## src/fls_pkg.sv

```systemverilog
package fls_pkg;

    localparam int COORD_W = 20;
    localparam int DEN_W   = 42;   // divider remainder / divisor width
    localparam int LO_W    = 41;   // dividend bits shifted in, MSB first
    localparam int QUO_W   = 41;
    localparam int ITER_W  = 6;
    localparam int ROOT_IN_W = 61;
    localparam int ROOT_W  = 31;

    typedef enum logic [2:0] {
        CFG_WIN_W  = 3'd0,
        CFG_WIN_H  = 3'd1,
        CFG_MARGIN = 3'd2,
        CFG_STEP   = 3'd3,
        CFG_RADIUS = 3'd4
    } t_cfg_idx;

    typedef enum logic [4:0] {
        S_IDLE, S_FETCH, S_SQ, S_D2, S_DIV, S_ACC, S_NORM, S_SHIFT, S_SQ2,
        S_SUM2, S_SQRT, S_MUL, S_DIV2, S_DIVW2, S_MOVE, S_RFETCH, S_RSQ,
        S_RCMP, S_DONE
    } t_state;

    typedef struct packed {
        logic               valid;
        logic               sign;
        logic [COORD_W-1:0] x;
        logic [COORD_W-1:0] y;
    } t_charge;

    typedef struct packed {
        logic [DEN_W-1:0]  rem0;
        logic [DEN_W-1:0]  den;
        logic [LO_W-1:0]   lo;
        logic [ITER_W-1:0] iters;
    } t_div_req;

endpackage

```

## src/fls_cell.sv

```systemverilog
module fls_cell
    import fls_pkg::*;
(
    input  logic    i_clk,
    input  logic    i_rst_n,
    input  logic    i_we,
    input  t_charge i_wr,     // valid carries the present flag
    input  logic    i_shift,
    input  t_charge i_next,
    output t_charge o_q
);

    t_charge r_q;

    always_ff @(posedge i_clk) begin
        if (!i_rst_n) begin
            r_q <= '0;
        end else if (i_shift) begin
            r_q <= i_next;
        end else if (i_we) begin
            if (i_wr.valid) begin
                r_q <= i_wr;
            end else begin
                r_q.valid <= 1'b0;
            end
        end
    end

    assign o_q = r_q;

endmodule

```

## config.mk

```make
export PLATFORM = sky130hd
export DESIGN_NAME = fls_cell
export DESIGN_NICKNAME = d
export VERILOG_FILES = /design/src/fls_pkg.sv /design/src/fls_cell.sv
export SDC_FILE = /design/constraint.sdc
export NUM_CORES = 1
export LEC_CHECK = 0
export BUFFER_PORTS_ARGS = -buffer_cell sky130_fd_sc_hd__buf_2
export CAP_MARGIN = 40
export CORE_UTILIZATION = 45
export CTS_CLUSTER_DIAMETER = 80
export CTS_CLUSTER_SIZE = 28
export DETAILED_ROUTE_END_ITERATION = 6
export GPL_TIMING_DRIVEN = 0
export PLACE_DENSITY_LB_ADDON = 0.3
export SYNTH_ARGS = -nofsm -noshare
export SYNTH_HDL_FRONTEND = slang
export SYNTH_SLANG_ARGS = --single-unit
export TNS_END_PERCENT = 20
```

## constraint.sdc

```tcl
create_clock -name i_clk -period 1.2 [get_ports i_clk]
set_input_delay 0.06 -clock i_clk [delete_from_list [all_inputs] [get_ports i_clk]]
set_output_delay 0.06 -clock i_clk [all_outputs]
set_load 0.1 [all_outputs]
```

==> flow_metrics.py <==
metrics = {
    "outcome": {
        "status": "completed",
    },
    "yosys": {
        "synthMuxAreaShare": 0.00636,
        "syn_inst": 241,
        "synth_compound_area_frac": 0.309,
        "synth_adder_area_share": 0,
        "synth_seq_cells": 42,
        "syn_area_per_cell_um2": 9.79,
        "synth-simple-area-share": 0.221,
        "synthXorXnorAreaFrac": 0,
        "synth_top_family_by_area": "compound AO/OA/AOI/OAI gates",
        "synth_cell_types": 15,
        "ys_warn_count": 0,
        "synth_area_mm2": 0.00236,
        "syn_nets": 329,
        "ys_seq_area_frac": 0.356,
    },
    "worst_setup_path": {
        "critPathSlowestCell": "buf_2",
        "cp_max_fo": 2,
        "worst_setup_path_end_kind": "primary output",
        "critPathArrivalTime_ps": 1060,
        "path_buf_inv": 1,
        "cpPeakStageDelay_ps": 430,
        "critPathKind": "reg2out",
        "critPathTopFamily": "buffers and inverters",
        "crit_chain": "buf_2",
        "startpoint_type": "register",
        "cp.required_ps": 1140,
    },
    "floorplanning": {
        "num_rows": 25,
        "die_w_um": 74.4,
        "fp.dieH_um": 74.4,
        "initial_core_util": 0.484,
        "core_area_mm2": 0.00488,
        "die-area_mm2": 0.00554,
        "io-pin-count": 130,
    },
    "routing": {
        "drc": 0,
        "dr.pass1.iters": 4,
        "wirelength_mm": 6.42,
        "drt_iter0_drc": 96,
        "ant_nets": 0,
        "via_per_inst": 5.34,
        "wl_per_cell_um": 14.6,
        "vias": 2357,
    },
    "clock_tree": {
        "cts_htree_levels": 2,
        "cts_root_buf": "clkbuf_8",
        "cts_buffer_depth": 2,
        "clk-insertion-delay-late_ps": 290,
        "post_cts_resized": 0,
        "clock-sinks": 42,
        "tritoncts": "done",
        "cts_setup_buffers": 0,
        "cts_made_buffers": 5,
        "clk_pin_slew_worst_paths_ps": 70,
        "cts_hold_buf": 0,
    },
    "power": {
        "ir_drop_uv": 873,
        "power_switching_share": 0.388,
        "leakage_nw": 1.75,
        "total_power_mw": 4.09,
        "p_switching_mw": 1.59,
        "seq_power_share": 0.378,
        "p_per_area_mw_per_mm2": 1280,
        "p_clk_frac": 0.258,
        "p_int_mw": 2.51,
        "comb_power_share": 0.364,
    },
    "sta": {
        "slew_viol_final": 0,
        "worst_pin_slew_ps": 515,
        "hold_violations": 0,
        "max_freq_mhz": 893,
        "slew_headroom": 0.656,
        "fin_crit_sh": 0.933,
        "whs_ps": 57.2,
        "period_needed_ps": 1120,
        "fin_worst_skew_ps": 0,
        "rsz0062_at_grt": "no",
        "finalSetupViolations": 0,
    },
    "place": {
        "place.gp.congestion": 0.779,
        "dpl.hpwl_mm": 4.56,
        "port_buffers": 125,
    },
    "global_route": {
        "antenna_found_initial": 0,
        "grt_overflow": 0,
        "grt_max_degree": 13,
        "grt_usage": 0.232,
        "grt_pass1_wl_mm": 10.1,
        "grt_pass1_vias": 2268,
    },
    "final_layout": {
        "largest_register_ffs": 42,
        "layout.nets": 461,
        "drive_gt1_frac": 0.447,
        "area_delta_synth_final_pct": 35.2,
        "antenna_cells": 0,
    },
    "worst_hold_path": {
        "hp-class": "in2reg",
    },
    "run": {
        "maxCapViolCount": 0,
    },
}
==> power by group through the flow <==
stage | registers [mW] | clock network, mW | logic [mW]
after global routing | 1.56 | 1.14 | 1.56
after global placement | 1.58 | 0 | 1.48
after detailed placement | 1.58 | 0 | 1.49
after floorplan | 2.34 | 0 | 0.416
after CTS | 1.55 | 1.09 | 1.49
final | 1.55 | 1.06 | 1.49
==> cell type report <==
class / count / area, um^2
fill: 420 / 1690
tap: 67 / 83.8
buffer: 32 / 254
timing repair buffer: 125 / 626
clock buffer: 8 / 110
sequential: 42 / 851
multi-input combinational: 167 / 1260
==> Yosys cell counts <==
master	number	area, um^2
dfxtp_1	42	841
and3_1	41	257
o311a_1	41	410
a21boi_1	40	300
nand2b_1	40	250
buf_6	16	180
buf_2	7	35.0
clkbuf_1	6	22.5
or2b_1	2	15.0
a21boi_0	1	7.51
buf_1	1	3.75
buf_4	1	7.51
clkbuf_2	1	5.00
mux2_4	1	15.0
o211a_1	1	10.0
==> final timing paths <==
kind / from / end / slack (ps) / depth (start not counted)
worst max register to register: o_q[39]$_SDFFE_PN0P_ / o_q[39]$_SDFFE_PN0P_ / 300 / 2
worst max-delay path: o_q[26]$_SDFFE_PN0P_ / o_q[26] / 80 / 1
worst min register to register: o_q[41]$_SDFFE_PN0P_ / o_q[41]$_SDFFE_PN0P_ / 610 / 2
worst min-delay path: i_rst_n / o_q[35]$_SDFFE_PN0P_ / 60 / 2
==> metrics by stage <==
stage | instances | setup slack (ps) | setup TNS (ps) | area, um^2 | util
2_1_floorplan | 241 | -178 | -6040 | 2370 | -
3_3_place_gp | 433 | 222 | 0 | 3080 | 0.631
3_5_place_dp | 433 | 227 | 0 | 3080 | 0.631
4_1_cts | 441 | 68.1 | 0 | 3190 | 0.654
5_1_grt | 441 | 46.7 | 0 | 3190 | 0.654
6_report | 441 | 79.9 | 0 | 3190 | 0.654
==> logic make-up (layout without fill, tap and decap cells) <==
kind of cell,Yosys count,in the layout
DFF,42,42
buffers and inverters,32,165
muxes,1,1
and+or+nand+nor,83,83
AOI/OAI and AO/OA,83,83
==> layout by cell type (no fill, tap or decap) <==
master / n
dfxtp_1: 34
o311a_1: 41
clkbuf_1: 6
clkbuf_2: 1
mux2_4: 1
and3_1: 41
o211a_1: 1
dfxtp_2: 8
buf_1: 1
nand2b_1: 40
buf_2: 132
or2b_1: 2
a21boi_0: 1
clkbuf_8: 8
buf_6: 16
buf_4: 1
a21boi_1: 40
==> layer usage <==
metal	routed length (um)	part of all wire	GRT usage	vias to the layer above
met5	0	0	0	-
met4	56	0.0087	0.0734	0
met3	429	0.067	0.0583	6
met2	2970	0.46	0.394	81
met1	2970	0.46	0.288	1102
li1	-	-	-	1168
Power figures use the tool's default switching activity.
