==> config.mk <==
export PLATFORM = sky130hd
export DESIGN_NAME = fls_div
export DESIGN_NICKNAME = d
export VERILOG_FILES = /design/src/fls_pkg.sv /design/src/fls_div.sv
export SDC_FILE = /design/constraint.sdc
export NUM_CORES = 1
export LEC_CHECK = 0
export ABC_AREA = 1
export BUFFER_PORTS_ARGS = -buffer_cell sky130_fd_sc_hd__buf_4
export CAP_MARGIN = 20
export CORE_MARGIN = 2
export CORE_UTILIZATION = 46
export DETAILED_ROUTE_END_ITERATION = 10
export PLACE_DENSITY = 0.79
export SETUP_SLACK_MARGIN = 0.05
export SYNTH_ARGS = -nofsm -noshare
export SYNTH_HDL_FRONTEND = slang
export SYNTH_SLANG_ARGS = --single-unit
==> constraint.sdc <==
create_clock -name i_clk -period 2.5 [get_ports i_clk]
set_input_delay 0.25 -clock i_clk [delete_from_list [all_inputs] [get_ports i_clk]]
set_output_delay 0.25 -clock i_clk [all_outputs]
set_load 0.02 [all_outputs]
==> src/fls_pkg.sv <==
package fls_pkg;

    localparam int COORD_W = 20;
    localparam int DEN_W   = 42;   // divider remainder / divisor width
    localparam int LO_W    = 41;   // dividend bits shifted in, MSB first
    localparam int QUO_W   = 41;
    localparam int ITER_W  = 6;
    localparam int ROOT_IN_W = 61;
    localparam int ROOT_W  = 31;

    typedef enum logic [2:0] {
        CFG_WIN_W  = 3'd0,
        CFG_WIN_H  = 3'd1,
        CFG_MARGIN = 3'd2,
        CFG_STEP   = 3'd3,
        CFG_RADIUS = 3'd4
    } t_cfg_idx;

    typedef enum logic [4:0] {
        S_IDLE, S_FETCH, S_SQ, S_D2, S_DIV, S_ACC, S_NORM, S_SHIFT, S_SQ2,
        S_SUM2, S_SQRT, S_MUL, S_DIV2, S_DIVW2, S_MOVE, S_RFETCH, S_RSQ,
        S_RCMP, S_DONE
    } t_state;

    typedef struct packed {
        logic               valid;
        logic               sign;
        logic [COORD_W-1:0] x;
        logic [COORD_W-1:0] y;
    } t_charge;

    typedef struct packed {
        logic [DEN_W-1:0]  rem0;
        logic [DEN_W-1:0]  den;
        logic [LO_W-1:0]   lo;
        logic [ITER_W-1:0] iters;
    } t_div_req;

endpackage

==> src/fls_div.sv <==
module fls_div
    import fls_pkg::*;
(
    input  logic             i_clk,
    input  logic             i_rst_n,
    input  logic             i_start,
    input  t_div_req         i_req,
    output logic [QUO_W-1:0] o_quo,
    output logic             o_busy
);

    logic [ITER_W-1:0] r_cnt;
    logic [DEN_W-1:0]  r_rem;
    logic [DEN_W-1:0]  r_den;
    logic [LO_W-1:0]   r_lo;
    logic [QUO_W-1:0]  r_quo;
    logic [DEN_W:0]    w_t;
    logic              w_ge;

    assign w_t  = {r_rem, r_lo[LO_W-1]};
    assign w_ge = w_t >= {1'b0, r_den};

    always_ff @(posedge i_clk) begin
        if (!i_rst_n) begin
            r_cnt <= '0;
        end else if (i_start) begin
            r_cnt <= i_req.iters;
        end else if (r_cnt != '0) begin
            r_cnt <= r_cnt - 1'b1;
        end
    end

    always_ff @(posedge i_clk) begin
        if (i_start) begin
            r_rem <= i_req.rem0;
            r_den <= i_req.den;
            r_lo  <= i_req.lo;
            r_quo <= '0;
        end else if (r_cnt != '0) begin
            r_rem <= w_ge ? DEN_W'(w_t - {1'b0, r_den}) : DEN_W'(w_t);
            r_lo  <= {r_lo[LO_W-2:0], 1'b0};
            r_quo <= {r_quo[QUO_W-2:0], w_ge};
        end
    end

    assign o_quo  = r_quo;
    assign o_busy = r_cnt != '0;

endmodule

==> run metrics <==
M2 GR Usage 0.4423; Clock Skews 0.02155 ns; Peak Freq between 400 and 500 MHz; Critical Path AT 2.64 ns; area grow syn2layout 35.96%; # rows 55; clk slew on worst S/H paths roughly 0.080 ns; multiplexer area fraction after synthesis 0.0009432; IO buf count approximately 180; R2R Setup Slk around 0.050 ns; worst slew pin tran 0.6091 ns; # IOs 176; R2R Path End r_rem[33]; slew margin rel. 0.5929; global route overflow 0; core footprint ~23,000 um^2; DR iter-0 viols 639; Setup crit start kind flop; grt met3 use 0.05500; CTS Buffer Depth 2; All-Layer GR Usage 0.2568; layout cell share with drive strength beyond 1 0.2270; GPL Wtd Cong 1.007; via count approximately 10,000; Inst Count DP roughly 1,900; CP Capture Type flop; final worst path period need between 2 and 2.5 ns; reg2reg path depth 13; Buf/Inv on CP 3; drt first pass iters 7; Power Total roughly 16 mW; Avg Synthesized Cell Area between 7 and 8 um^2; Max Transition Viols Final 0; antenna diode count 0; Hold Path Cell Cnt 3; critical path type flop to flop; final wirelength approximately 32,000 um; hold violation total from the final report 0; Die Span Y roughly 160 um; Post-Syn Area between 10,000 and 15,000 um^2; largest net degree at the start of global routing 76; largest family of logic cells by synthesized area simple AND/OR/NAND/NOR gates; CTS tree done; worst-skew pair later-pin latency between 0.4 and 0.5 ns; slowest CP cell edfxtp_1; Final nets around 1,900; pwr dens 1078 nW/um^2; Mapped Cells roughly 1,400; grt peak-use layer met2; outcome finished, final reports clean; maximum vdd drop between 0.5 and 0.6 mV; post-layout util 0.6373; peak fanout along the critical path 8; final period utilization 0.9799; Post-Syn Nets 1,603; Synth Area in Compound Gates 0.05317; Place WS -0.05205 ns; Routed Antenna Nets 0; worst min path class primary input to flop; register area share after synthesis 0.4423; worst reg2reg startpoint r_rem[32]; Synth warnings 0; XOR/XNOR Fraction of Synth Area 0.02063; # clock sinks roughly 170; Post-Synth Adder-Cell Area 0.05258; hold path startpoint i_req[31]; number of global-route vias before repair around 9,800; Leakage 7.064 nW; Max Cap Violations 0; non-filler cells, final slightly below 2,000; post-synthesis simple-gate area fraction 0.3204; Clock Tree Root clkbuf_16; unrepaired setup endpoints after global routing yes; Largest stage delay, worst path 0.45 ns; Die X between 150 and 200 um; CTS buffer count 17; Crit. Startpoint r_rem[32]; DRC viols 0; Crit path required time around 2.7 ns; Cell Chain, Critical Path ha_4, nand2_1, nor2_4, inv_2, nor2_4, inv_2, nor3_4, nand2_4, nand2_8, clkbuf_16, nand3_2, nand2_1, nand2_1; Setup WS post-layout around 0.05 ns; CP most frequent cell nand2_1; H-tree depth 4; Avg Vias per Cell approximately 5; Initial Utilization 0.4687; cell family with most CP delay simple AND/OR/NAND/NOR gates; dpl hpwl 22,700 um; wire length per cell around 16 um; die area ~24,000 um^2; initial antenna violation count 0; Hold Path Sink r_lo[25]; FF+latch count, synth around 170; Synth cell types 42; final setup fails 0; setup TNS 0 ns; grt met1 use 0.3354; first-pass GRT wire length 48,970 um
## kinds of logic after synthesis
family	Yosys count
buf+inv	289
fa+ha+maj	44
compound gates	98
mux	1
simple gates	796
flops	172
xor+xnor	25
## placed cells by master (no fill, tap or decap), drive strengths merged, types with 39 or more instances in the layout
cell         count
dlygate4sd3     42
dfxtp           47
edfxtp         125
o22ai           39
ha              43
nand3b          40
inv            257
nor2            78
buf            242
nand2          561
nand3           95
## final cells by class
type,count,area [um^2]
clock inverter,13,146.4
inverter,250,940.9
multi-input combinational,964,5355
fill,1935,8212
clock buffer,19,454.2
tap,285,356.6
timing repair buffer,287,2481
sequential,172,4695
## metrics by stage
step | hold WS [ns] | cell area, um^2
3_5_place_dp | 0.4293 | 12610
6_report | 0.07043 | 14430
4_1_cts | 0.05932 | 13810
5_1_grt | 0.07109 | 14430
3_3_place_gp | 0.4281 | 12610
2_1_floorplan | 0.3489 | 10620
## layer usage
layer,up-vias,part of all wire
met1,4583,0.45
li1,5024,-
met5,-,0
met4,0,0.015
met2,268,0.48
met3,33,0.057
## worst reg2reg max path: cells and delay by family, from the launching register on
family / cells / cell delay, ns
and+or+nand+nor: 9 / 1.13
adders and majority gates: 1 / 0.33
DFF: 1 / 0.45
buffers and inverters: 3 / 0.29
## worst max-delay path by stage
stage / to / cells after the start
after detailed placement: r_rem[10] / 13
after floorplan: r_lo[0] / 8
after global placement: r_rem[33] / 13
final: r_rem[33] / 13
after CTS: r_rem[33] / 14
after global routing: r_rem[33] / 16
## power breakdown
part,internal [mW],total [mW],switching (mW),leakage [nW]
clock network,1.40,2.78,1.38,0.286
registers,3.79,4.20,0.415,1.68
logic,3.72,8.57,4.85,5.10
total,8.91,15.6,6.65,7.06
## sequential cells by signal, indices dropped and copies added (netlist names)
| signal | cells |
|---|---|
| o_quo | 41 |
| r_cnt | 6 |
| r_den | 42 |
| r_lo | 41 |
| r_rem | 42 |
## cells in the mapped netlist
cell type	n	area (um^2)
buf_2	8	40.04
and2_0	2	12.51
fa_1	1	20.02
buf_1	6	22.52
nand2_2	4	25.02
inv_2	2	7.510
nand3_1	87	435.4
a21oi_1	37	185.2
clkinv_1	1	3.750
edfxtp_1	125	3754
dfxtp_1	47	940.9
nand2_8	1	20.02
nand2b_1	1	6.260
nor2_1	72	270.3
or2_2	2	12.51
nor3_1	10	50.05
nor2_2	5	31.28
and2_1	1	6.260
nor3_2	1	10.01
buf_6	5	56.30
nand2_1	555	2083
nor2_4	1	11.26
nand3b_1	40	300.3
inv_1	247	927.1
ha_1	43	538.0
a2bb2oi_1	1	8.760
or2_4	1	8.760
clkbuf_1	13	48.80
buf_4	6	45.04
mux2i_1	1	10.01
nand4_1	3	18.77
nand2_4	1	11.26
o21ai_0	13	65.06
o211ai_1	2	15.01
xnor2_1	22	192.7
buf_8	1	15.01
xor2_1	3	26.28
o21bai_1	5	37.54
nor3b_1	1	7.510
a21oi_2	1	8.760
o22ai_1	39	244.0
nand3_2	8	80.08
## repair_timing
item / CTS / global route
hold buffers: 42 / 0
endpoints found under the setup margin: 41 / 42
cloned: 0 / 4
endpoints found under the hold margin: 42 / 0
setup buffers: 1 / 12
gates resized for setup: 21 / 75
pin swaps: 0 / 21
(Power assumes the default switching activity.)
