$ cat config.mk
export PLATFORM = sky130hd
export DESIGN_NAME = fls_sqrt
export DESIGN_NICKNAME = d
export VERILOG_FILES = /design/src/fls_pkg.sv /design/src/fls_sqrt.sv
export SDC_FILE = /design/constraint.sdc
export NUM_CORES = 1
export LEC_CHECK = 0
export BUFFER_PORTS_ARGS = -buffer_cell sky130_fd_sc_hd__buf_2
export CAP_MARGIN = 20
export CORE_ASPECT_RATIO = 1.25
export CORE_MARGIN = 5
export CORE_UTILIZATION = 29
export DETAILED_ROUTE_END_ITERATION = 6
export PLACE_DENSITY_LB_ADDON = 0.2
export SLEW_MARGIN = 30
export SYNTH_ARGS = -nofsm -noshare
export SYNTH_HDL_FRONTEND = slang
export SYNTH_SLANG_ARGS = --single-unit
$ cat constraint.sdc
create_clock -name i_clk -period 12.3 [get_ports i_clk]
set_input_delay 0.615 -clock i_clk [delete_from_list [all_inputs] [get_ports i_clk]]
set_output_delay 0.615 -clock i_clk [all_outputs]
set_load 0.05 [all_outputs]
$ cat src/fls_pkg.sv
package fls_pkg;

    localparam int COORD_W = 20;
    localparam int DEN_W   = 42;   // divider remainder / divisor width
    localparam int LO_W    = 41;   // dividend bits shifted in, MSB first
    localparam int QUO_W   = 41;
    localparam int ITER_W  = 6;
    localparam int ROOT_IN_W = 61;
    localparam int ROOT_W  = 31;

    typedef enum logic [2:0] {
        CFG_WIN_W  = 3'd0,
        CFG_WIN_H  = 3'd1,
        CFG_MARGIN = 3'd2,
        CFG_STEP   = 3'd3,
        CFG_RADIUS = 3'd4
    } t_cfg_idx;

    typedef enum logic [4:0] {
        S_IDLE, S_FETCH, S_SQ, S_D2, S_DIV, S_ACC, S_NORM, S_SHIFT, S_SQ2,
        S_SUM2, S_SQRT, S_MUL, S_DIV2, S_DIVW2, S_MOVE, S_RFETCH, S_RSQ,
        S_RCMP, S_DONE
    } t_state;

    typedef struct packed {
        logic               valid;
        logic               sign;
        logic [COORD_W-1:0] x;
        logic [COORD_W-1:0] y;
    } t_charge;

    typedef struct packed {
        logic [DEN_W-1:0]  rem0;
        logic [DEN_W-1:0]  den;
        logic [LO_W-1:0]   lo;
        logic [ITER_W-1:0] iters;
    } t_div_req;

endpackage

$ cat src/fls_sqrt.sv
module fls_sqrt
    import fls_pkg::*;
(
    input  logic                 i_clk,
    input  logic                 i_rst_n,
    input  logic                 i_start,
    input  logic [ROOT_IN_W-1:0] i_n,
    output logic [ROOT_W-1:0]    o_root,
    output logic                 o_busy
);

    logic [ROOT_IN_W-1:0] r_bit;
    logic [ROOT_IN_W-1:0] r_n;
    logic [ROOT_IN_W-1:0] r_res;
    logic [ROOT_IN_W:0]   w_try;

    assign w_try = {1'b0, r_res} + {1'b0, r_bit};

    always_ff @(posedge i_clk) begin
        if (!i_rst_n) begin
            r_bit <= '0;
        end else if (i_start) begin
            r_bit <= ROOT_IN_W'(1) << (ROOT_IN_W - 1);
        end else begin
            r_bit <= r_bit >> 2;
        end
    end

    always_ff @(posedge i_clk) begin
        if (i_start) begin
            r_n   <= i_n;
            r_res <= '0;
        end else if (r_bit != '0) begin
            if ({1'b0, r_n} >= w_try) begin
                r_n   <= ROOT_IN_W'({1'b0, r_n} - w_try);
                r_res <= (r_res >> 1) + r_bit;
            end else begin
                r_res <= r_res >> 1;
            end
        end
    end

    assign o_root = r_res[ROOT_W-1:0];
    assign o_busy = r_bit != '0;

endmodule

==> summary.md, run 1 <==
| Metric | Value |
|---|---|
| Outcome | `complete, no violations` |
| DP Worst Slack | `between 5 and 6 ns` |
| Inserted Clock Buffers | `17` |
| Layout cells sized above 1 | `0.1020` |
| Routed length per instance | `18.31 um` |
| Vias/cell | `between 5 and 6` |
| Nets | `a little under 2000` |
| Synth Area in Compound Gates | `0.2626` |
| Top-area cell type share of the netlist area | `0.1311` |
| Commonest non-fill, non-tap cell in the layout | `nand2_1` |
| Final Skew | `0.01079 ns` |
| Final-report setup violation count | `0` |
| XOR/XNOR share of the synthesized area | `0.1023` |
| Post-synth top flop | `dfxtp_1` |
| LEAKAGE | `roughly 6 nW` |
| Worst-Margin Slew | `0.8687 ns` |
| CTS Buffer Depth | `2` |
| H-tree depth | `4` |
| Mean Syn Cell Area | `~8 um2` |
| TritonCTS Sinks | `153` |
| Largest family of logic cells by synthesized area | `compound AO/OA/AOI/OAI gates` |
| Main area contributors after synthesis | `dfxtp_1 (13%), edfxtp_1 (13%), ha_1 (11%)` |
| Gpl congestion | `0.8925` |
| Crit share post-route | `0.5851` |
| Final WS setup | `between 5 and 6 ns` |
| Vias in the first global route | `about 13000` |
| Post-synthesis mux area share | `0.01247` |
| # hold bufs at CTS | `0` |
| Most frequent cells in the layout | `nand2_1 (209), nor2_1 (140), ha_1 (124), a21oi_1 (116), o21ai_0 (116)` |
| DIE AREA | `between 50000 and 60000 um2` |
| Layout Area Growth over Synthesis | `9.700%` |
| Mapped Cells | `~1800` |
| Slew headroom | `0.4209` |
| Root Driver | `clkbuf_16` |
| Iter 0 DRT Violations | `about 850` |
| Setup TNS | `0 ns` |
| Share of the yosys chip area belonging to registers | `0.2615` |
| #FFs+latches synth | `153` |
| DRC viols | `0` |
| Synth Area in Adders | `0.1119` |
| Total global-route track usage | `0.1650` |
| Die Ht | `about 260 um` |
| Largest net degree at the start of global routing | `between 60 and 70` |
| Post-synthesis net count | `between 1500 and 2000` |
| I/O pin total | `96` |
| Starting density of the core | `0.2921` |
| Setup bufs post-CTS | `0` |
| CP required | `between 10 and 15 ns` |
| Yosys cell types | `slightly above 80` |
| CTS resizes | `0` |
| Via count | `roughly 13000` |
| DP Wirelength | `roughly 35000 um` |
| Synth Cell Area | `between 10000 and 15000 um2` |
| WHS | `approximately 0.38 ns` |
| Endpoints failing hold | `0` |
| Hold WC Path Type | `in2reg` |
| Initial antenna violation count | `1` |
| Die W | `around 210 um` |
| TritonCTS clock tree | `yes` |
| Fraction of registers with async set/reset | `0` |
| F_max | `between 0.1 and 0.15 GHz` |
| Design area | `roughly 15000 um2` |
| Final WL | `approximately 45000 um` |
| Placed cell area | `roughly 15000 um2` |
| EDFF count, synth | `61` |
| RSZ-0062 raised after global routing | `no` |
| Drt pass-1 iters | `5` |
| Pins Over Slew Limit | `0` |
| Pwr dens | `roughly 200 nW/um2` |
| Simple-gate area share of the yosys netlist | `0.1941` |
| Worst VDD drop | `~0.10 mV` |
| Core area | `roughly 48000 um2` |
| Worst setup SP type | `flip-flop` |
| Total inserted antenna cells | `0` |
| FP Rows | `90` |
| Number of port buffers | `95` |
| Crit path max fanout | `between 60 and 70` |
| Area leader, netlist | `dfxtp_1` |
| Grt ovf | `0` |
| Yosys warning count | `0` |
| Min Tclk post-route | `between 7 and 8 ns` |
| Critical Setup Path Class | `reg2reg` |
| Fillcell total | `5199` |
| Worst-Skew Late Latency | `0.45 ns` |
| Setup crit end kind | `flip-flop` |
| CTS clk-pin slew, worst paths | `approximately 0.070 ns` |
| Max-Cap Viols | `0` |
| Global-route wire length before repair | `70100 um` |
| CP arrival | `roughly 7.3 ns` |
| Final ANT Viol Nets | `0` |
cell families (layout without fill, tap and decap cells):
logic type | after synthesis | after routing
AOI/OAI and AO/OA | 571 | 571
xor gates and xnor gates | 164 | 164
adders and majority gates | 125 | 125
buffers and inverters | 169 | 180
DFF | 153 | 153
muxes | 17 | 17
and+or+nand+nor | 584 | 584
state kept, by name, indices dropped and copies added, names as in the netlist:
signal	count
r_n	61
r_res	61
r_bit	31
cell usage after synthesis, drive strengths merged, types with 27 or more instances:
cell type,number
dfxtp,92
buf,42
xnor2,78
nand3,35
and2,41
o21ai,152
a21oi,119
xor2,86
clkbuf,86
nand4,43
inv,41
edfxtp,61
ha,124
nor2,141
nor3,34
nand2,211
a31oi,52
a21o,49
a211oi,54
o21bai,27
final cells by class:
cell class | count | area (um2) | area share
clock buffers | 17 | 425.4 | 0.02761
clock inverters | 15 | 153.9 | 0.009988
inverters | 41 | 153.9 | 0.009988
multi-input cells | 1461 | 9624 | 0.6246
flip-flops and latches | 153 | 3674 | 0.2384
well taps | 644 | 805.8 | 0.05229
repair buffers | 107 | 571.8 | 0.03711
layer usage:
metal  global-route usage  routed length [um]  part of all wire
met1               0.2165               20260              0.45
met2               0.2838               22060              0.49
met3              0.02078                1390             0.031
met4              0.04555                 924             0.021
met5                    0                   0                 0
power by group:
part	switching, W	total (W)	leakage [nW]	internal (W)
Clock	0.000255	0.000542	0.276	0.000286
Combinational	0.00110	0.00178	4.26	0.000687
Sequential	0.000108	0.000798	1.36	0.000690
critical path: stages, from the launching register on:
cell	delay, ns
dfxtp_1	0.40
ha_1	0.44
a31oi_1	0.14
o41ai_1	0.62
nand3_1	0.30
a21oi_1	0.66
a31o_2	0.31
a21o_1	0.18
a21oi_1	0.12
o21ai_1	0.22
a21oi_1	0.11
xor2_1	0.16
ha_1	0.42
nand2_1	0.11
nor3_1	0.16
nand2_1	0.07
nor4_1	0.26
a2111o_1	0.15
a31o_1	0.10
a21oi_2	0.03
buf_4	0.21
nor2_4	0.61
nand2_1	0.14
nand2_2	0.10
buf_4	0.61
per-stage QoR:
step                        util  instances  power [W]
after global placement    0.3081       2406   0.002579
after floorplan                -       1783   0.002146
after global routing      0.3205       2438   0.003362
final                     0.3205       2438   0.003123
after CTS                 0.3205       2438   0.003143
after detailed placement  0.3084       2406   0.002584
final timing paths:
check | from | to | slack [ns] | depth (start not counted)
worst max-delay path | r_res[18] | r_n[60] | 5.10 | 24
worst min-delay path | i_rst_n | r_bit[60] | 0.38 | 2
worst min register to register | r_bit[2] | r_bit[0] | 0.51 | 1
worst max register to register | r_res[18] | r_n[60] | 5.10 | 24
No activity file was read; power rests on OpenSTA's default activity.
==> run 2, diff against run 1 <==
clock period = 6.8 ns   (was 12.3 ns; I/O delays follow)
==> run 2 against run 1 <==
  * Wire length up 2.4%
  * Clock skew increased by 0.0073 ns
  * Final area grew 1.2%
  * Clock-buffer cell count grew 7
  * Setup slack worse by 4.6 ns
  * Critical endpoint is now r_n[55]
  * Total power up 84%
  * Die area unchanged
  * Non-clock buffer count is 22 higher
  * Hold slack got worse by 0.28 ns
==> summary.md, run 2 (synthesized netlist as in run 1, its figures left out) <==
| Metric | Value |
|---|---|
| LEAKAGE | `between 6 and 7 nW` |
| Worst VDD drop | `approximately 0.22 mV` |
| Largest net degree at the start of global routing | `between 80 and 90` |
| Critical path's slowest cell | `a2111oi_0` |
| CP startpoint | `r_res[0]` |
| Final WL | `between 40000 and 50000 um` |
| CTS clk-pin slew, worst paths | `0.07 ns` |
| DP Worst Slack | `0.4598 ns` |
| Share of power burned in registers | `0.247` |
| Iter 0 DRT Violations | `870` |
| DRC viols | `0` |
| RSZ-0062 raised after global routing | `no` |
| Most frequent cells in the layout | `nand2_1 (209), nor2_1 (140), ha_1 (124), a21oi_1 (116), o21ai_0 (116)` |
| FP Rows | `90` |
| Setup crit end kind | `flip-flop` |
| Sw power | `between 0.002 and 0.003 W` |
| # hold bufs at CTS | `0` |
| Layout Area Growth over Synthesis | `11.05%` |
| Final Skew | `0.01809 ns` |
| Min Tclk post-route | `6.285 ns` |
| Core area | `48080 um2` |
| Die W | `approximately 210 um` |
| Setup bufs post-CTS | `0` |
| Root Driver | `clkbuf_16` |
| Final-report setup violation count | `0` |
| Hold WC Path Type | `in2reg` |
| TritonCTS Sinks | `~150` |
| Clock power share | `0.166` |
| Gpl congestion | `0.8976` |
| Outcome | `complete, no violations` |
| Grt ovf | `0` |
| Vias in the first global route | `approximately 13000` |
| Hold_sp | `i_rst_n` |
| Worst-Margin Slew | `approximately 0.73 ns` |
| Drt pass-1 iters | `6` |
| Max stage delay on crit path | `about 0.38 ns` |
| Worst-Skew Late Latency | `approximately 0.47 ns` |
| CTS Buffer Depth | `2` |
| Pins Over Slew Limit | `0` |
| CP arrival | `6.47 ns` |
| Layout cells sized above 1 | `0.1112` |
| CTS resizes | `0` |
| Slew headroom | `0.5165` |
| F_max | `0.1591 GHz` |
| Via count | `13140` |
| Commonest non-fill, non-tap cell in the layout | `nand2_1` |
| Worst setup SP type | `flip-flop` |
| Initial antenna violation count | `0` |
| H-tree depth | `4` |
| DP Wirelength | `between 30000 and 40000 um` |
| Critical Setup Path Class | `reg2reg` |
| DIE AREA | `between 50000 and 60000 um2` |
| Combinational Power Share | `0.586` |
| Routed length per instance | `between 15 and 20 um` |
| WHS | `around 0.098 ns` |
| Crit path max fanout | `7` |
| Sw frac | `0.4604` |
| Die Ht | `256.1 um` |
| Total global-route track usage | `0.1702` |
| Final ANT Viol Nets | `0` |
| Reg2reg setup slack | `between 0.5 and 0.6 ns` |
| Total inserted antenna cells | `0` |
| Endpoints failing hold | `0` |
| Nets | `1992` |
| Int Pwr | `roughly 0.0031 W` |
| Inserted Clock Buffers | `17` |
| Reg-to-Reg Start | `r_res[0]` |
| Vias/cell | `between 5 and 6` |
| I/O pin total | `96` |
| Crit share post-route | `0.9242` |
| CP required | `around 7 ns` |
| TritonCTS clock tree | `yes` |
| Pwr dens | `between 300 and 400 nW/um2` |
| Final WS setup | `0.5154 ns` |
| Number of port buffers | `between 90 and 100` |
| Most frequent cell on the critical path | `o21ai_1` |
| Crit path cell chain | `ha_1 -> ha_1 -> a211o_1 -> a31oi_1 -> o21ai_1 -> a31o_2 -> a211o_1 -> a31oi_1 -> o21a_1 -> nor2_1 -> o21ai_1 -> o21bai_1 -> a31o_2 -> ha_1 -> a21o_1 -> a2111oi_0 -> a21oi_1 -> a221o_1 -> a31oi_2 -> o21ai_1 -> o21ba_2 -> a211oi_2 -> xor2_1 -> o21ai_1` |
| Setup TNS | `0 ns` |
| Starting density of the core | `0.2921` |
| Top Registers | `r_n (61), r_res (61), r_bit (31)` |
| Global-route wire length before repair | `slightly above 70000 um` |
| Max-Cap Viols | `0` |
[run 2: cell count changes in the layout (fill, tap and decap cells not counted), sizes merged]
cell,before,now
buf,107,129
clkbuf,17,24
inv,50,43
bufinv,1,0
clkinvlp,3,4
[run 2: cell type report]
class                      instances  area [um2]
clock buffer                      24       513.0
clock inverter                     8       60.06
fill                            5198       32480
multi-input combinational       1461        9618
inverter                          41       153.9
timing repair buffer             129       774.5
sequential                       153        3674
tap                              644       805.8
[run 2: final timing paths]
| path | to | depth (start not counted) |
|---|---|---|
| hold reg to reg | r_bit[0] | 1 |
| setup reg to reg | r_n[55] | 24 |
| hold / removal | r_bit[60] | 2 |
| setup / recovery | r_n[55] | 24 |
[run 2: worst max-delay path: cells and delay by family (launching register included)]
family | cells | cell delay [ns]
AO/OA/AOI/OAI | 19 | 4.61
adder cells (fa/ha/maj) | 3 | 0.82
flip-flops | 1 | 0.33
XOR/XNOR | 1 | 0.18
AND/OR/NAND/NOR | 1 | 0.05
[run 2: per-layer routing]
metal	part of all wire	routed length, um	up-vias	GRT usage
li1	-	-	6567	-
met1	0.46	20810	6241	0.2269
met2	0.49	22330	283	0.2866
met3	0.036	1625	50	0.02205
met4	0.021	943	0	0.04996
met5	0	0	-	0
[run 2: power groups by stage]
stage | clock network (W) | logic, W | registers [W]
final | 0.000958 | 0.00337 | 0.00142
after global routing | 0.00102 | 0.00373 | 0.00144
after CTS | 0.000986 | 0.00338 | 0.00143
after detailed placement | 0 | 0.00335 | 0.00145
after global placement | 0 | 0.00335 | 0.00145
after floorplan | 0 | 0.00252 | 0.00136
[run 2: metrics by stage]
step	total power, W	std cells	area [um2]	utilization
floorplan	0.003882	1783	14050	-
global placement	0.004797	2428	15020	0.3124
detailed placement	0.004794	2428	15020	0.3124
CTS	0.005788	2460	15590	0.3243
global route	0.006198	2460	15600	0.3244
finish	0.005757	2460	15600	0.3244
==> run 3, diff against run 2 <==
BUFFER_PORTS_ARGS = -buffer_cell sky130_fd_sc_hd__buf_4   (was -buffer_cell sky130_fd_sc_hd__buf_2)
==> run 3 against run 2 <==
  * Die area unchanged
  * Non-clock buffer count is 1 higher
  * Critical path depth rose by 3
  * Global-route usage down 0.17 points
  * Clock-buffer cell count decreased by 7
  * Utilization grew 0.53 points
  * Sequential share of layout area fell by 0.38 points
  * Final cell count about the same
  * First-iteration DRC count is 17% lower
  * Clock skew down 0.0026 ns
  * Setup slack lost 0.00066 ns
  * Sequential power barely moved
  * Highest routed layer unchanged
==> summary.md, run 3 (synthesized netlist as in run 1, its figures left out) <==
| Metric | Value |
|---|---|
| Global-route wire length before repair | `slightly above 70000 um` |
| Final Skew | `around 0.016 ns` |
| F_max | `roughly 0.16 GHz` |
| CTS Buffer Depth | `2` |
| Final WL | `between 40000 and 50000 um` |
| Crit path max fanout | `69` |
| Design area | `15850 um2` |
| Setup crit end kind | `flip-flop` |
| RR Endpoint | `r_res[6]` |
| Layout Area Growth over Synthesis | `12.87%` |
| Pwr dens | `364.2 nW/um2` |
| Worst path bufs/invs | `2` |
| Layout cells sized above 1 | `0.1134` |
| Int Pwr | `about 0.0031 W` |
| Cell family with most CP delay | `compound AO/OA/AOI/OAI gates` |
| Fillcell total | `around 5200` |
| Gpl congestion | `~0.89` |
| Core area | `48080 um2` |
| Total global-route track usage | `0.1685` |
| Final-report setup violation count | `0` |
| WHS | `about 0.11 ns` |
| Combinational Power Share | `0.582` |
| Reg2reg path depth | `27` |
| Largest net degree at the start of global routing | `74` |
| Initial antenna violation count | `0` |
| CP required | `7.13 ns` |
| CP startpoint | `r_res[0]` |
| Critical Setup Path Class | `reg2reg` |
| Iter 0 DRT Violations | `just over 700` |
| Nets | `1993` |
| CTS clk-pin slew, worst paths | `0.07 ns` |
| Clock power share | `0.173` |
| Placed cell area | `about 15000 um2` |
| Total inserted antenna cells | `0` |
| LEAKAGE | `between 6 and 7 nW` |
| Via count | `13160` |
| DIE AREA | `~53000 um2` |
| Reg-to-Reg Start | `r_res[0]` |
| CP arrival | `6.62 ns` |
| Routed length per instance | `~18 um` |
| Hold WC Path Type | `in2reg` |
| # hold bufs at CTS | `0` |
| Sw power | `about 0.0026 W` |
| DRC viols | `0` |
| Vias/cell | `approximately 5.3` |
| Starting density of the core | `0.2921` |
| Share of power burned in registers | `0.245` |
| Sw frac | `0.4588` |
| Worst-Margin Slew | `around 0.72 ns` |
| Worst-Skew Late Latency | `around 0.46 ns` |
| Top Registers | `r_n (61), r_res (61), r_bit (31)` |
| TritonCTS clock tree | `yes` |
| Critical path's slowest cell | `ha_1` |
| Worst path depth | `27` |
| Final ANT Viol Nets | `0` |
| Drt pass-1 iters | `5` |
| RSZ-0062 raised after global routing | `no` |
| Most frequent cells in the layout | `nand2_1 (209), nor2_1 (140), buf_4 (127), ha_1 (124), a21oi_1 (117)` |
| Max-Cap Viols | `0` |
| Max stage delay on crit path | `just over 0.4 ns` |
| Worst setup SP type | `flip-flop` |
| Total Power | `0.005774 W` |
| Number of port buffers | `between 90 and 100` |
| Endpoints failing hold | `0` |
| FP Rows | `90` |
| H-tree depth | `4` |
| Die Ht | `256.1 um` |
| Reg2reg setup slack | `0.51 ns` |
| CP endpoint | `r_res[6]` |
| Pins Over Slew Limit | `0` |
| Crit share post-route | `0.9243` |
| Outcome | `complete, no violations` |
| Grt ovf | `0` |
| Die W | `slightly above 200 um` |
| Inserted Clock Buffers | `17` |
| TritonCTS Sinks | `153` |
| Worst VDD drop | `roughly 0.26 mV` |
| Multi-input gate area | `roughly 9600 um2` |
| Min Tclk post-route | `6.285 ns` |
| Vias in the first global route | `around 13000` |
| Register Area | `between 3000 and 4000 um2` |
| DP Wirelength | `35120 um` |
| Setup TNS | `0 ns` |
| Root Driver | `clkbuf_16` |
| I/O pin total | `between 90 and 100` |
| Slew headroom | `0.5193` |
| Commonest non-fill, non-tap cell in the layout | `nand2_1` |
## run 3: stage by stage
stage                     utilization  setup WS (ns)  std cells
after floorplan                     -         0.1838       1783
after global placement         0.3171         0.4447       2429
after detailed placement       0.3171         0.4361       2429
after CTS                      0.3293         0.3817       2461
after global routing           0.3297        0.05634       2461
final                          0.3297         0.5148       2461
## run 3: worst min-delay path by stage
stage	endpoint	slack, ns	depth (start not counted)	startpoint
final	r_bit[60]	0.11	2	i_rst_n
after global routing	r_bit[60]	0.09	2	i_rst_n
after CTS	r_bit[60]	0.08	2	i_rst_n
after detailed placement	r_bit[0]	0.52	1	r_bit[2]
after global placement	r_bit[0]	0.51	1	r_bit[2]
after floorplan	r_bit[60]	0.47	1	i_rst_n
## run 3: routing by layer
metal	GRT usage	wire length [um]	part of all wire	up-vias
met5	0	0	0	-
met4	0.04647	918	0.020	0
met3	0.01990	1338	0.030	62
met2	0.2901	22190	0.49	277
met1	0.2216	20530	0.46	6252
li1	-	-	-	6565
## run 3: area by class of cell
class,instances,area share
Clock buffer,17,0.02683
Clock inverter,15,0.01034
Sequential cell,153,0.2317
Tap cell,644,0.05082
Inverter,41,0.009707
Multi-Input combinational cell,1461,0.6072
Timing Repair Buffer,130,0.06337
## run 3: power groups by stage
stage	logic (W)	clock network, W	registers, W
final	0.00336	0.00100	0.00141
after CTS	0.00336	0.00103	0.00142
after floorplan	0.00252	0	0.00136
after global placement	0.00332	0	0.00144
after detailed placement	0.00333	0	0.00144
after global routing	0.00372	0.00106	0.00144
## run 3: timing repair
item	4_1_cts	5_1_grt
endpoints found under the setup margin	0	34
resized for setup	0	3
setup buffers	0	0
